[config.mk]
export PLATFORM = sky130hd
export DESIGN_NAME = key_value_manifest_parser_top
export DESIGN_NICKNAME = d
export VERILOG_FILES = /design/src/rtl/kvmp_pkg.sv /design/src/rtl/key_value_manifest_parser_top.sv
export SDC_FILE = /design/constraint.sdc
export NUM_CORES = 1
export LEC_CHECK = 0
export BUFFER_PORTS_ARGS = -buffer_cell sky130_fd_sc_hd__buf_4
export CAP_MARGIN = 20
export CORE_MARGIN = 3
export CORE_UTILIZATION = 61
export DETAILED_ROUTE_END_ITERATION = 8
export MAX_ROUTING_LAYER = met4
export PLACE_DENSITY = 0.82
export SYNTH_ARGS = -nofsm -noshare
export SYNTH_HDL_FRONTEND = slang
export SYNTH_SLANG_ARGS = --single-unit
[constraint.sdc]
create_clock -name aclk -period 7.4 [get_ports aclk]
set_input_delay 0.37 -clock aclk [delete_from_list [all_inputs] [get_ports aclk]]
set_output_delay 0.37 -clock aclk [all_outputs]
set_load 0.01 [all_outputs]
[src/rtl/kvmp_pkg.sv]
package kvmp_pkg;

    localparam int KeyCount = 3;
    localparam int ValueWidthDefault = 64;

    localparam int KEY_SNAPSHOT = 0;
    localparam int KEY_SEQUENCE = 1;
    localparam int KEY_SESSION  = 2;

    typedef enum logic [1:0] {
        STATUS_OK         = 2'd0,
        STATUS_MALFORMED  = 2'd1,
        STATUS_INCOMPLETE = 2'd2
    } kvmp_status_t;

    localparam logic [7:0] CHAR_LF    = 8'h0A;
    localparam logic [7:0] CHAR_CR    = 8'h0D;
    localparam logic [7:0] CHAR_EQUAL = 8'h3D;
    localparam logic [7:0] CHAR_ZERO  = 8'h30;
    localparam logic [7:0] CHAR_NINE  = 8'h39;

    localparam logic [15:0][7:0] KEY_TEXT_SNAPSHOT = {"snapshot", "_id", 40'd0};
    localparam logic [15:0][7:0] KEY_TEXT_SEQUENCE = {"sequence", 64'd0};
    localparam logic [15:0][7:0] KEY_TEXT_SESSION  = {"session", 72'd0};

    localparam logic [3:0] KEY_LEN [KeyCount] = '{4'd11, 4'd8, 4'd7};

    function automatic logic [7:0] key_char(input logic [1:0] key, input logic [3:0] pos);
        logic [3:0] idx;
        logic [7:0] ch;
        idx = 4'd15 - pos;
        unique case (key)
            2'(KEY_SNAPSHOT): ch = KEY_TEXT_SNAPSHOT[idx];
            2'(KEY_SEQUENCE): ch = KEY_TEXT_SEQUENCE[idx];
            2'(KEY_SESSION):  ch = KEY_TEXT_SESSION[idx];
            default:          ch = 8'd0;
        endcase
        return ch;
    endfunction

endpackage

[src/rtl/key_value_manifest_parser_top.sv]
// Parses a key=value manifest arriving one byte per transaction on the s_ channel
// (s_tlast marks end of text; its s_tdata is ignored) and returns one result per
// manifest on the m_ channel. Lines end at LF, one CR before LF or end of text is
// dropped, empty lines are skipped; the snapshot, sequence and session keys take
// decimal values up to 2^VALUE_WIDTH-1. One byte is taken every clock but for the
// stall below: a transaction is held in the input register, and at the edge that
// retires it the key compare and multiply-by-ten accumulate update the line state,
// so a result is loaded into the output register at the edge that retires its
// end-of-text transaction from the input register. Input stalls only when an
// end-of-text transaction finds an untaken result still in the output register.
module key_value_manifest_parser_top #(
    parameter int VALUE_WIDTH = kvmp_pkg::ValueWidthDefault
) (
    input  logic         aclk,
    input  logic         aresetn,
    input  logic         s_tvalid,
    output logic         s_tready,
    input  logic [7:0]   s_tdata,   // [7:0] data_byte
    input  logic         s_tlast,   // end_of_input
    output logic         m_tvalid,
    input  logic         m_tready,
    output logic [199:0] m_tdata,   // [63:0] snapshot_value, [127:64] sequence_value,
                                    // [191:128] session_value, [192] session_given,
                                    // [194:193] missing_mask, [199:195] zero
    output logic [1:0]   m_tuser    // [1:0] status
);
    import kvmp_pkg::*;

    typedef struct packed {
        logic [KeyCount-1:0]    cand;
        logic [3:0]             klen;
        logic                   in_value;
        logic [VALUE_WIDTH-1:0] acc;
        logic                   has_digit;
        logic                   bad;
        logic                   nonempty;
    } line_t;

    localparam line_t LINE_RESET = '{
        cand: '1, klen: '0, in_value: 1'b0, acc: '0,
        has_digit: 1'b0, bad: 1'b0, nonempty: 1'b0
    };

    function automatic line_t cr_step(input line_t ln);
        line_t r;
        r = ln;
        r.nonempty = 1'b1;
        if (ln.in_value) begin
            r.bad = 1'b1;
        end else begin
            r.cand = '0;
            if (ln.klen != 4'd15) r.klen = ln.klen + 4'd1;
        end
        return r;
    endfunction

    function automatic line_t byte_step(input line_t ln, input logic [7:0] c);
        line_t r;
        logic [VALUE_WIDTH+3:0] wide;
        logic [VALUE_WIDTH+3:0] prod;
        r = ln;
        r.nonempty = 1'b1;
        wide = {4'd0, ln.acc};
        prod = (wide << 3) + (wide << 1) + (VALUE_WIDTH+4)'(c[3:0]);
        if (ln.in_value) begin
            if (c >= CHAR_ZERO && c <= CHAR_NINE) begin
                if (|prod[VALUE_WIDTH+3:VALUE_WIDTH]) r.bad = 1'b1;
                else r.acc = prod[VALUE_WIDTH-1:0];
                r.has_digit = 1'b1;
            end else begin
                r.bad = 1'b1;
            end
        end else if (c == CHAR_EQUAL) begin
            r.in_value = 1'b1;
        end else begin
            for (int k = 0; k < KeyCount; k++) begin
                if (ln.klen >= KEY_LEN[k] || key_char(2'(k), ln.klen) != c) r.cand[k] = 1'b0;
            end
            if (ln.klen != 4'd15) r.klen = ln.klen + 4'd1;
        end
        return r;
    endfunction

    logic                   in_valid_reg;
    logic [7:0]             in_byte_reg;
    logic                   in_last_reg;

    line_t                  line_reg, line_next;
    logic                   pcr_reg, pcr_next;
    logic                   err_reg, err_next;
    logic [KeyCount-1:0]    fields_reg, fields_next;
    logic [VALUE_WIDTH-1:0] snap_reg, snap_next;
    logic [VALUE_WIDTH-1:0] seq_reg, seq_next;
    logic [VALUE_WIDTH-1:0] sess_reg, sess_next;

    logic                   m_valid_reg;
    kvmp_status_t           m_status_reg, m_status_next;
    logic [63:0]            m_snap_reg, m_snap_next;
    logic [63:0]            m_seq_reg, m_seq_next;
    logic [63:0]            m_sess_reg, m_sess_next;
    logic                   m_given_reg, m_given_next;
    logic [1:0]             m_missing_reg, m_missing_next;

    logic out_free;
    logic take;

    assign out_free = !m_valid_reg || m_tready;
    assign take     = in_valid_reg && (!in_last_reg || out_free);
    assign s_tready = !in_valid_reg || take;

    always_comb begin
        line_t               ln;
        logic                do_finish;
        logic [KeyCount-1:0] hit;
        logic                good;
        logic [1:0]          missing;

        ln          = line_reg;
        do_finish   = 1'b0;
        pcr_next    = pcr_reg;
        err_next    = err_reg;
        fields_next = fields_reg;
        snap_next   = snap_reg;
        seq_next    = seq_reg;
        sess_next   = sess_reg;

        if (in_last_reg) begin
            pcr_next  = 1'b0;
            do_finish = 1'b1;
        end else if (!err_reg) begin
            if (pcr_reg && in_byte_reg == CHAR_LF) begin
                pcr_next  = 1'b0;
                do_finish = 1'b1;
            end else begin
                if (pcr_reg) ln = cr_step(ln);
                pcr_next = (in_byte_reg == CHAR_CR);
                if (in_byte_reg == CHAR_LF) do_finish = 1'b1;
                else if (in_byte_reg != CHAR_CR) ln = byte_step(ln, in_byte_reg);
            end
        end

        for (int k = 0; k < KeyCount; k++) begin
            hit[k] = ln.cand[k] && (ln.klen == KEY_LEN[k]);
        end
        good = ln.in_value && ln.has_digit && !ln.bad && (|hit) && !(|(hit & fields_reg));

        if (do_finish) begin
            if (!err_reg && ln.nonempty) begin
                if (!good) begin
                    err_next = 1'b1;
                end else begin
                    fields_next = fields_reg | hit;
                    if (hit[KEY_SNAPSHOT]) snap_next = ln.acc;
                    if (hit[KEY_SEQUENCE]) seq_next  = ln.acc;
                    if (hit[KEY_SESSION])  sess_next = ln.acc;
                end
            end
            ln = LINE_RESET;
        end
        line_next = ln;

        missing        = ~fields_next[KEY_SEQUENCE:KEY_SNAPSHOT];
        m_status_next  = STATUS_OK;
        m_snap_next    = '0;
        m_seq_next     = '0;
        m_sess_next    = '0;
        m_given_next   = 1'b0;
        m_missing_next = '0;
        if (err_next) begin
            m_status_next = STATUS_MALFORMED;
        end else if (|missing) begin
            m_status_next  = STATUS_INCOMPLETE;
            m_missing_next = missing;
        end else begin
            m_snap_next  = 64'(snap_next);
            m_seq_next   = 64'(seq_next);
            m_sess_next  = 64'(sess_next);
            m_given_next = fields_next[KEY_SESSION];
        end

        if (in_last_reg) begin
            err_next    = 1'b0;
            fields_next = '0;
            snap_next   = '0;
            seq_next    = '0;
            sess_next   = '0;
        end
    end

    always_ff @(posedge aclk) begin
        if (!aresetn) begin
            in_valid_reg <= 1'b0;
            m_valid_reg  <= 1'b0;
            line_reg     <= LINE_RESET;
            pcr_reg      <= 1'b0;
            err_reg      <= 1'b0;
            fields_reg   <= '0;
            snap_reg     <= '0;
            seq_reg      <= '0;
            sess_reg     <= '0;
        end else begin
            if (s_tready) in_valid_reg <= s_tvalid;
            if (take) begin
                line_reg   <= line_next;
                pcr_reg    <= pcr_next;
                err_reg    <= err_next;
                fields_reg <= fields_next;
                snap_reg   <= snap_next;
                seq_reg    <= seq_next;
                sess_reg   <= sess_next;
            end
            if (take && in_last_reg) m_valid_reg <= 1'b1;
            else if (m_tready) m_valid_reg <= 1'b0;
        end
    end

    always_ff @(posedge aclk) begin
        if (s_tready && s_tvalid) begin
            in_byte_reg <= s_tdata;
            in_last_reg <= s_tlast;
        end
        if (take && in_last_reg) begin
            m_status_reg  <= m_status_next;
            m_snap_reg    <= m_snap_next;
            m_seq_reg     <= m_seq_next;
            m_sess_reg    <= m_sess_next;
            m_given_reg   <= m_given_next;
            m_missing_reg <= m_missing_next;
        end
    end

    assign m_tvalid = m_valid_reg;
    assign m_tuser  = m_status_reg;
    assign m_tdata  = {5'd0, m_missing_reg, m_given_reg, m_sess_reg, m_seq_reg, m_snap_reg};

    a_result_from_last: assert property (@(posedge aclk) disable iff (!aresetn)
        $rose(m_valid_reg) |-> $past(take && in_last_reg))
        else $error("result without end of text");

    a_incomplete_fields: assert property (@(posedge aclk) disable iff (!aresetn)
        m_valid_reg && m_status_reg == STATUS_INCOMPLETE |-> m_missing_reg != 2'd0 && !m_given_reg)
        else $error("incomplete result carries bad fields");

    a_manifest_restart: assert property (@(posedge aclk) disable iff (!aresetn)
        take && in_last_reg |=> fields_reg == '0 && !err_reg && !pcr_reg)
        else $error("state not cleared after end of text");

    a_error_sticky: assert property (@(posedge aclk) disable iff (!aresetn)
        err_reg && !(take && in_last_reg) |=> err_reg)
        else $error("latched error lost");

endmodule

==> flow_summary.toml, run 1 <==
[run_status]
status = "finished clean"

[grt]
antenna_found_initial = 1
grt_pass1_wl_um = 115300
groute.usage.overall_pct = 33.05
grt_max_degree = 143
grt_overflow_total = 0
grt_pass1_vias = 20490

[setup_path]
crit_required_ns = 7.72
path_class = "reg -> reg"
worst-path-stages = 17
cp_slowest_cell = "a2111oi_0"
slowest_delay_ns = 0.63
crit_end = "m_sess_reg[40]$_SDFFCE_PP0P_"
path_cells = "ha_1, nand3_1, and3_1, nor2_1, ha_1, inv_1, nor3_1, o21ai_0, a31oi_1, a221oi_1, o21ai_1, nand3_1, nor4_4, buf_4, o22ai_4, buf_4, a2111oi_0"
arrival_ns = 6.38
startpoint_type = "flop"
crit_fanout = 61
r2r_setup_slack_ns = 1.34
crit_start = "line_reg[68]$_SDFFE_PN0P_"
timing.rr.start = "line_reg[68]$_SDFFE_PN0P_"
reg2regPathDepth = 17
end_kind = "flop"
worst_r2r_endpoint = "m_sess_reg[40]$_SDFFCE_PP0P_"
cp_top_family = "simple AND/OR/NAND/NOR gates"
crit_buf_inv = 3

[cells_and_area]
nNetsFinal = 2825
area.growth.synth_to_final_pct = 12.99
fillers = 3062
stdcell_count = 3255
multi_input_area_sq_um = 13440
largest_register_ffs = 75
drive_above_1_share_pct = 18.86
seqCellArea_sq_um = 11670

[clock_network]
cts_made_buffers = 49
path_clk_slew_ns = 0.07
clockBufferDepth = 3
cts_root_buffer = "clkbuf_16"
worstSkewPairLatency_ns = 0.60
tritoncts = "yes"
cts.repair.resized = 0
cts_sinks = 480
cts_htree_levels = 2

[hold_path]
min-delay-start = "s_tvalid"
hp-class = "in -> reg"

[pwr]
p_leak_uw = 0.01110
peakVddDrop_mv = 0.1745
power_density_nw_per_um2 = 182.8

[placed_design]
place.gp.congestion = 1.018
dp_slack_ns = 1.422
dp.cells = 3153
dp_hpwl_um = 51170
io_buffers = 211

[route]
ant_nets = 0
dr_total_vias = 21610
routedWlPerCell_um = 23.01
viasPerCell = 6.639
drt_iter0_markers = 2464
drc_errors = 0
first_pass_iters = 6
routed_wl_um = 74900

[logic_synthesis]
synth.avg_cell_area_sq_um = 10.13
yosysMostFrequentCell = "nor2_1"
ys_seq_area_share_pct = 44.81
synthTopCellsByCount = "nor2_1, dfxtp_1, edfxtp_1"
synthCells = 2571
synth_warnings = 0
synth.lib_cells_used.distinct = 96
synth_area_sq_um = 26040
synth_top_area_share_pct = 23.75
synthTopCellsByArea = "edfxtp_1, dfxtp_1, ha_1"
synth_edf_count = 206
ys_ff_latch = 480
async_flop_share_pct = 0
ys.flop_type = "dfxtp_1"
yosys.area.top_type = "edfxtp_1"

[flow_run]
max_cap_violations = 0

[sta]
finalCritPeriodShare_pct = 81.96
relSlewSlack_pct = 28.84
fmax_mhz = 164.9
skew_ns = 0.02492
hold_viol_final = 0
fin_ws_ns = 1.335
setup_tns_ns = 0
setup_violations = 0
whs_ns = 0.04504
min_period_ns = 6.065
drv_slew = 0
rsz0062_at_grt = "no"
worstMarginPinSlew_ns = 1.041

[floorplan]
die-area_sq_um = 45210
fp-row-count = 75
core_area_sq_um = 42040
die_w_um = 212.6
io_pins = 217
initial_utilization_pct = 61.95
die_y_um = 212.6
==> metal layers <==
metal	wire, um	up-vias	track usage (%)
met2	34980	985	51.24
met3	5712	150	4.294
li1	-	9951	-
met1	31480	10530	44.65
met5	0	-	-
met4	2732	0	12.39
==> stage by stage <==
step                      area, sq um  total power, uW  util (%)
after floorplan                 26060             2938         -
after global placement          27740             2988     65.99
after detailed placement        27760             2993     66.04
after CTS                       29420             5388     69.99
after global routing            29430             5506     70.00
final                           29430             5380     70.00
==> worst min-delay path by stage <==
| stage | end | depth (start not counted) |
|---|---|---|
| after global placement | seq_reg[32]$_SDFFE_PN0P_ | 2 |
| after global routing | in_valid_reg$_SDFFE_PN0N_ | 3 |
| after floorplan | seq_reg[0]$_SDFFE_PN0P_ | 2 |
| final | in_valid_reg$_SDFFE_PN0N_ | 3 |
| after detailed placement | sess_reg[29]$_SDFFE_PN0P_ | 2 |
| after CTS | in_valid_reg$_SDFFE_PN0N_ | 3 |
==> cell families (layout without fill, tap and decap cells) <==
family | Yosys count | in the layout | synth area share [%]
mux | 146 | 146 | 5.894
compound gates | 737 | 737 | 21.65
simple gates | 771 | 771 | 14.87
buf+inv | 238 | 378 | 4.055
flops | 480 | 480 | 44.81
fa+ha+maj | 138 | 138 | 6.687
other cells | 1 | 6 | 0.01440
xor+xnor | 60 | 60 | 2.018
==> area by class of cell <==
| cell class | count | share of cell area [%] |
|---|---|---|
| antenna | 1 | 0.008504 |
| timing repair buffer | 251 | 6.565 |
| tap | 539 | 2.292 |
| clock buffer | 70 | 4.609 |
| clock inverter | 22 | 0.7271 |
| multi-input combinational | 1857 | 45.68 |
| sequential | 480 | 39.66 |
| inverter | 35 | 0.4549 |
==> worst register-to-register path, cell delays in order (launching register included) <==
cell	delay [ns]
dfxtp_1	0.57
ha_1	0.35
nand3_1	0.15
and3_1	0.26
nor2_1	0.41
ha_1	0.38
inv_1	0.15
nor3_1	0.18
o21ai_0	0.09
a31oi_1	0.17
a221oi_1	0.10
o21ai_1	0.32
nand3_1	0.30
nor4_4	0.42
buf_4	0.58
o22ai_4	0.25
buf_4	0.41
a2111oi_0	0.69
==> layout by cell type, fill, tap and decap left out, types with 38 or more instances in the layout <==
master,instances
nor2_1,289
dfxtp_1,274
buf_4,240
edfxtp_1,206
nand2_1,177
o21ai_0,145
ha_1,136
a21oi_1,129
a22o_1,106
mux2i_1,93
nor3_1,67
a2111oi_2,64
a22oi_1,58
mux2_2,51
clkbuf_16,50
a2111oi_0,45
xnor2_1,38
==> power by group <==
group          internal [uW]  switching [uW]  total [uW]
clock                   1390            1050        2440
sequential              2760            14.4        2780
combinational           38.4             128         166
total                   4190            1190        5380
==> timing repair <==
item,CTS,global route
hold buffers,9,0
buffers inserted,0,0
endpoints found under the hold margin,9,0
Power figures use the tool's default switching activity.
==> run 2, diff against run 1 <==
ABC_AREA = 1   (was default)
clock period = 5.8 ns   (was 7.4 ns; I/O delays follow)
==> run 2 against run 1 <==
Net effect: clock power up 28%; final cell count is 45% higher; flip-flop and latch count unchanged; global-route usage down 0.13 points; combinational power is 50% higher; routed wire length increased by 9.2%.
==> flow_summary.toml, run 2 <==
[setup_path]
startpoint_type = "flop"
cp_slowest_cell = "nor2_4"
crit_buf_inv = 1
slowest_delay_ns = 0.51
cp_top_family = "simple AND/OR/NAND/NOR gates"
path_class = "reg -> reg"
crit_fanout = 69
arrival_ns = 5.25
cp_common_cell = "nand2_1"
end_kind = "flop"
crit_required_ns = 6.11
path_cells = "ha_1, ha_1, fa_1, nand3_1, nand3_1, nand2_1, nand2_1, nand2_1, nand2_1, nand2_1, nand2_1, nand2_1, nand2_1, nand2_1, nand2_1, nor2_1, nand2_1, nor2_4, buf_12, nand2_1, o21ai_0, nand4_1, nand2_1, nor2_1"

[pwr]
p_clk_share_pct = 45.2
power_density_nw_per_um2 = 217.5
p_leak_uw = 0.01362
fin_total_pwr_uw = 6917
combPwrFrac_pct = 3.6
internal_power_uw = 5371
p_switching_uw = 1545
power_frac_seq_pct = 51.2
peakVddDrop_mv = 0.2119
sw_frac_of_total_pct = 22.34

[grt]
grt_pass1_wl_um = 129400
grt_pass1_vias = 24630
antenna_found_initial = 0
grt_max_degree = 201
groute.usage.overall_pct = 32.91
grt_overflow_total = 0

[clock_network]
clockBufferDepth = 3
hold_buffers = 9
cts.repair.resized = 0
worstSkewPairLatency_ns = 0.60
cts_root_buffer = "clkbuf_16"
cts_sinks = 480
path_clk_slew_ns = 0.06
cts_made_buffers = 49
postCtsSetupRepairBufs = 0
tritoncts = "yes"
cts_htree_levels = 2

[route]
drc_errors = 0
first_pass_iters = 9
viasPerCell = 5.692
ant_nets = 0
routed_wl_um = 81790
drt_iter0_markers = 3449
routedWlPerCell_um = 17.31
dr_total_vias = 26900

[placed_design]
io_buffers = 211
dp_hpwl_um = 54060
dp.cells = 4623
place.gp.congestion = 1.008
dp_slack_ns = 0.9769

[sta]
skew_ns = 0.01858
setup_tns_ns = 0
finalCritPeriodShare_pct = 85.06
relSlewSlack_pct = 23.45
setup_violations = 0
hold_viol_final = 0
min_period_ns = 4.934
fmax_mhz = 202.7
rsz0062_at_grt = "no"
fin_ws_ns = 0.8663
worstMarginPinSlew_ns = 1.136
drv_slew = 0

[floorplan]
io_pins = 217
fp-row-count = 78
initial_utilization_pct = 62.22
die_y_um = 221.8
die-area_sq_um = 49210
core_area_sq_um = 45670
die_w_um = 221.8

[cells_and_area]
layout_commonest_cell = "nand2_1"
drive_above_1_share_pct = 9.261
layout_common_cells = "nand2_1, inv_1, nor2_1"
nNetsFinal = 4235
diodes = 0
area.growth.synth_to_final_pct = 11.92
largest_register_ffs = 75
stdcell_count = 4725

[logic_synthesis]
yosysMostFrequentCell = "nand2_1"
synth_area_sq_um = 28420
synth_warnings = 0
synth_edf_count = 206
synthTopCellsByArea = "edfxtp_1, dfxtp_1, nand2_1"
synthCells = 3990
synth.lib_cells_used.distinct = 43
ys_seq_area_share_pct = 41.07
yosys.area.top_type = "edfxtp_1"
synth.avg_cell_area_sq_um = 7.122
ys_ff_latch = 480
synth_top_area_share_pct = 21.77
ys.flop_type = "dfxtp_1"
synthTopCellsByCount = "nand2_1, inv_1, nor2_1"
async_flop_share_pct = 0

[hold_path]
hp-class = "in -> reg"

[run_status]
status = "finished clean"

[flow_run]
max_cap_violations = 0
run 2: final cells by class:
class / instances / area, sq um
clock buffers: 79 / 1440
clock inverters: 13 / 141.4
fillers: 3808 / 13870
inverters: 488 / 1852
multi-input cells: 2810 / 13910
flip-flops and latches: 480 / 11670
well taps: 600 / 750.7
repair buffers: 255 / 2037
run 2: power groups by stage:
stage / logic [uW] / clock network [uW] / registers, uW
floorplan: 159 / 0 / 3620
detailed placement: 240 / 0 / 3610
finish: 249 / 3130 / 3540
CTS: 245 / 3140 / 3540
global placement: 240 / 0 / 3610
global route: 268 / 3280 / 3540
run 2: layer usage:
metal	global-route usage [%]	wire (um)	up-vias	part of all wire (%)
met3	5.799	7771	156	9.5
met4	9.370	2238	0	2.7
met2	50.19	36430	1254	45
li1	-	-	13170	-
met5	-	0	-	0
met1	45.40	35350	12320	43
run 2: worst paths after layout:
path	from	endpoint	slack, ns	depth (start not counted)
worst max-delay path	in_byte_reg[2]$_DFFE_PP_	m_seq_reg[18]$_SDFFCE_PP0P_	0.87	24
worst min-delay path	aresetn	line_reg[66]$_SDFFE_PN0P_	0.04	2
worst max register to register	in_byte_reg[2]$_DFFE_PP_	m_seq_reg[18]$_SDFFCE_PP0P_	0.87	24
worst min register to register	snap_reg[58]$_SDFFE_PN0P_	snap_reg[58]$_SDFFE_PN0P_	0.46	2
run 2: metrics by stage:
stage,hold WS [ns],utilization [%],area [sq um]
2_1_floorplan,0.3889,-,28430
3_3_place_gp,0.4509,65.96,30130
3_5_place_dp,0.4551,65.96,30130
4_1_cts,0.004294,69.62,31800
5_1_grt,0.02338,69.64,31810
6_report,0.03621,69.64,31810
run 2: worst reg2reg max path, stage by stage, from the launching register on:
cell      delay, ns
edfxtp_1       0.50
ha_1           0.34
ha_1           0.24
fa_1           0.48
nand3_1        0.11
nand3_1        0.12
nand2_1        0.09
nand2_1        0.09
nand2_1        0.07
nand2_1        0.11
nand2_1        0.09
nand2_1        0.15
nand2_1        0.13
nand2_1        0.05
nand2_1        0.05
nand2_1        0.04
nor2_1         0.13
nand2_1        0.12
nor2_4         0.51
buf_12         0.34
nand2_1        0.17
o21ai_0        0.28
nand4_1        0.22
nand2_1        0.16
nor2_1         0.06
run 2: kinds of logic after synthesis:
| group | share of synthesized area (%) |
|---|---|
| compound gates | 9.056 |
| xor+xnor | 1.633 |
| fa+ha+maj | 6.129 |
| buf+inv | 10.26 |
| flops | 41.07 |
| other cells | 0.01320 |
| simple gates | 31.84 |
